--- src/one_off_pattern_occurrence_counter_top_assert.svh ---
// Assertion macros for the one-off pattern occurrence counter.
`ifndef ONE_OFF_PATTERN_OCCURRENCE_COUNTER_TOP_ASSERT_SVH
`define ONE_OFF_PATTERN_OCCURRENCE_COUNTER_TOP_ASSERT_SVH
`ifndef ASSERT_OFF
`define OPOC_ASSERT_IMP(lbl, clk, rstn, ante, cons) \
  lbl: assert property (@(posedge clk) disable iff (!rstn) (ante) |-> (cons)) \
    else $error("opoc check failed");
`define OPOC_ASSERT_NXT(lbl, clk, rstn, ante, cons) \
  lbl: assert property (@(posedge clk) disable iff (!rstn) (ante) |=> (cons)) \
    else $error("opoc check failed");
`else
`define OPOC_ASSERT_IMP(lbl, clk, rstn, ante, cons)
`define OPOC_ASSERT_NXT(lbl, clk, rstn, ante, cons)
`endif
`endif

--- src/opoc_ram.sv ---
// Generic single-write, single-read RAM with registered read data.
`default_nettype none
module opoc_ram #(
  parameter int Width = 8,
  parameter int Depth = 16
) (
  input  wire logic                     clk_i,
  input  wire logic                     we_i,
  input  wire logic [$clog2(Depth)-1:0] waddr_i,
  input  wire logic [Width-1:0]         wdata_i,
  input  wire logic [$clog2(Depth)-1:0] raddr_i,
  output      logic [Width-1:0]         rdata_o
);
  logic [Width-1:0] mem [Depth];

  // Write port and registered read port.
  always_ff @(posedge clk_i) begin
    if (we_i) begin
      mem[waddr_i] <= wdata_i;
    end
    rdata_o <= mem[raddr_i];
  end
endmodule
`default_nettype wire

--- config.mk ---
export PLATFORM = sky130hd
export DESIGN_NAME = opoc_ram
export DESIGN_NICKNAME = d
export VERILOG_FILES = /design/src/one_off_pattern_occurrence_counter_top_assert.svh /design/src/opoc_ram.sv
export SDC_FILE = /design/constraint.sdc
export NUM_CORES = 1
export LEC_CHECK = 0
export BUFFER_PORTS_ARGS = -buffer_cell sky130_fd_sc_hd__buf_2
export CORE_ASPECT_RATIO = 0.9
export CORE_MARGIN = 4
export CORE_UTILIZATION = 60
export DETAILED_ROUTE_END_ITERATION = 10
export GPL_ROUTABILITY_DRIVEN = 0
export PLACE_DENSITY = 0.89
export SLEW_MARGIN = 25
export SYNTH_ARGS = -nofsm -noshare
export SYNTH_HDL_FRONTEND = slang
export SYNTH_SLANG_ARGS = --single-unit
--- constraint.sdc ---
create_clock -name clk_i -period 2.5 [get_ports clk_i]
set_clock_uncertainty 0.05 [all_clocks]
set_input_delay 0.5 -clock clk_i [delete_from_list [all_inputs] [get_ports clk_i]]
set_output_delay 0.5 -clock clk_i [all_outputs]
set_load 0.02 [all_outputs]
==> run metrics <==
status=finished, final reports clean; Crit path buffers/inverters=1; antenna viol nets, final=0; DRC errors left=0; Final Hold Viols=0; initial core utilization=62.90%; Max Slew Vio Count=0; largest family of logic cells by synthesized area=multiplexers; DRT Pass-1 Iters=4; Synth Area in Simple Gates=3.184%; # H-tree levels=4; Critical Path, Cell by Cell=buf_2; Congestion Overflow GR=0; Critical Path Start=rdata_o[6]$_DFF_P_; Mapped Nets=247; Area growth syn-to-layout=19.18%; hold path startpoint=wdata_i[5]; CTS sink count=roughly 140; Final HPWL DP=5864 um; post-synthesis mux area share=15.02%; Worst EP arrival=1080 ps; worst stage delay on the critical path=360 ps; IO Count=26; startpoint types=flop; CP Capture Point=rdata_o[6]; DIE AREA=10130 um^2; core area=~8200 um^2; FF-to-FF Start=mem[8][4]$_DFFE_PP_; CP Capture Type=primary output; area leader, netlist=edfxtp_1; CTS tree=yes; average wire per cell in the routed design=between 20 and 30 um; minimum clock period=between 1500 and 2000 ps; Die X=105.6 um; Crit Path Max Fanout=1; Compound-Gate Fraction of Synth Area=2.333%; Hold-fix buffers, CTS=0; Post-CTS Setup Inserts=0; Fmax=0.6144 GHz; Die Height=95.87 um; Worst Path Class, Setup=flop to primary output; Synth Area per Inst=22.48 um^2; Vias/cell=approximately 6.2; Fin Setup TNS=0 ps; clock tree buffer depth=2; global-route wire length before repair=16100 um; setup violators final=0; number of global-route vias before repair=roughly 2600; initial antenna violation count=0; top post-synthesis cells by area=edfxtp_1 (75%), mux4_2 (7.9%), mux4_1 (7.1%), dfxtp_1 (3.1%), a22oi_1 (2.3%); number of synthesized register bits=roughly 140; Tcrit/Tclk final=65.11%; slowest cell on the critical path=dfxtp_1; delay-heaviest family, CP=flip-flops; Max Cap Viol=0; register area share after synthesis=between 70 and 80%; antenna cell count=0; R2R setup slack=1010 ps; Worst-Margin Slew=821.5 ps; root buffer cell=clkbuf_8; routed via count=2541; Relative slew margins=45.03%; Hold Path Class=input pin to flop; WP data required=1950 ps; initial drt markers=175; Gate Count Post-Synth=about 230; IR drop worst, VDD=approximately 0.00068 V; P per Cell Area=902.5 nW/um^2; Mapped Area=5147 um^2; post-synthesis xor/xnor area fraction=0%; Leak=2.111 nW; unrepaired setup endpoints after global routing=false; GRT Total Usage=23.12%; hold slack=304.9 ps; Crit path depth=1; layout cell share with drive strength beyond 1=30.61%; CTS Buf Count=17; fill count=442; largest net degree at the start of global routing=33; Adder-Cell Fraction of Synth Area=0%; Routed Wire Length=10390 um; num rows=31; nets=between 200 and 300; Port Buffers=25; Cell variety after synth=19; top cell type's share of synthesized area=74.67%; yosys warns=0; CTS resizes=0; Clk Latency, worst-skew pair=around 530 ps; RR Endpoint=rdata_o[4]$_DFF_P_; Clk pin slew, worst setup/hold paths=about 60 ps; R2R cell count=3
-- how the worst min path moves through the flow --
stage / end / cells past startpoint
floorplan: mem[0][0]$_DFFE_PP_ / 0
global placement: rdata_o[0]$_DFF_P_ / 3
detailed placement: rdata_o[0]$_DFF_P_ / 3
CTS: mem[12][5]$_DFFE_PP_ / 1
global route: mem[14][5]$_DFFE_PP_ / 1
finish: mem[0][5]$_DFFE_PP_ / 1
-- flip-flops by register name, summed over array words and instances (netlist names) --
| register | flops |
|---|---|
| mem | 128 |
| rdata_o | 8 |
-- routing by layer --
metal | routed length [um] | up-vias | track usage (%)
met1 | 4131 | 1310 | 32.30
li1 | - | 1082 | -
met4 | 177 | 0 | 7.551
met2 | 5056 | 130 | 34.77
met5 | 0 | - | 0
met3 | 1023 | 19 | 8.249
-- where the power goes --
group | switching (mW) | total (mW) | internal, mW
sequential | 0.0179 | 2.57 | 2.55
combinational | 0.152 | 0.254 | 0.102
clock | 0.903 | 2.72 | 1.81
-- cell usage after synthesis --
library cell,number
nand3b_1,2
buf_4,1
mux4_2,18
dfxtp_1,8
nor3_1,4
buf_6,3
nor2_1,13
a22oi_1,16
nand3_1,1
or3b_2,1
buf_2,3
nand2_1,9
nand2b_1,2
clkdlybuf4s25_2,3
edfxtp_1,128
and2b_1,1
mux4_1,14
nor2b_1,1
and2_1,1
-- logic make-up after synthesis --
family | Yosys count
muxes | 32
and+or+nand+nor | 35
AOI/OAI and AO/OA | 16
buffers and inverters | 10
DFF | 136
-- cells in the final DEF (no fill, tap or decap), types with 3 or more instances in the layout --
| master | synthesis | final |
|---|---|---|
| edfxtp_1 | 128 | 128 |
| buf_2 | 3 | 25 |
| mux4_2 | 18 | 18 |
| a22oi_1 | 16 | 16 |
| clkbuf_16 | 0 | 16 |
| buf_4 | 1 | 16 |
| mux4_1 | 14 | 14 |
| nor2_1 | 13 | 13 |
| nand2_1 | 9 | 9 |
| dfxtp_1 | 8 | 8 |
| bufinv_16 | 0 | 6 |
| nor3_1 | 4 | 4 |
| clkinv_1 | 0 | 3 |
-- layout make-up --
cell class              instances  area, um^2  share of cell area, %
clock buffers                  18       417.9                  6.812
clock inverters                14       226.5                  3.692
multi-input cells              83        1057                  17.23
flip-flops and latches        136        4004                  65.27
well taps                     115       143.9                  2.346
repair buffers                 43       285.3                  4.650
-- through the flow --
step / power [mW] / instance area, um^2 / setup WS (ps) / cells / utilization, %
after floorplan: 2.756 / 5147 / 457.1 / 229 / -
after global placement: 2.849 / 5490 / 509.2 / 377 / 67.08
after detailed placement: 2.862 / 5490 / 466.4 / 377 / 67.08
after CTS: 5.572 / 6135 / 859.2 / 409 / 74.96
after global routing: 5.697 / 6135 / 838.3 / 409 / 74.96
final: 5.536 / 6135 / 872.3 / 409 / 74.96
(Power assumes the default switching activity.)
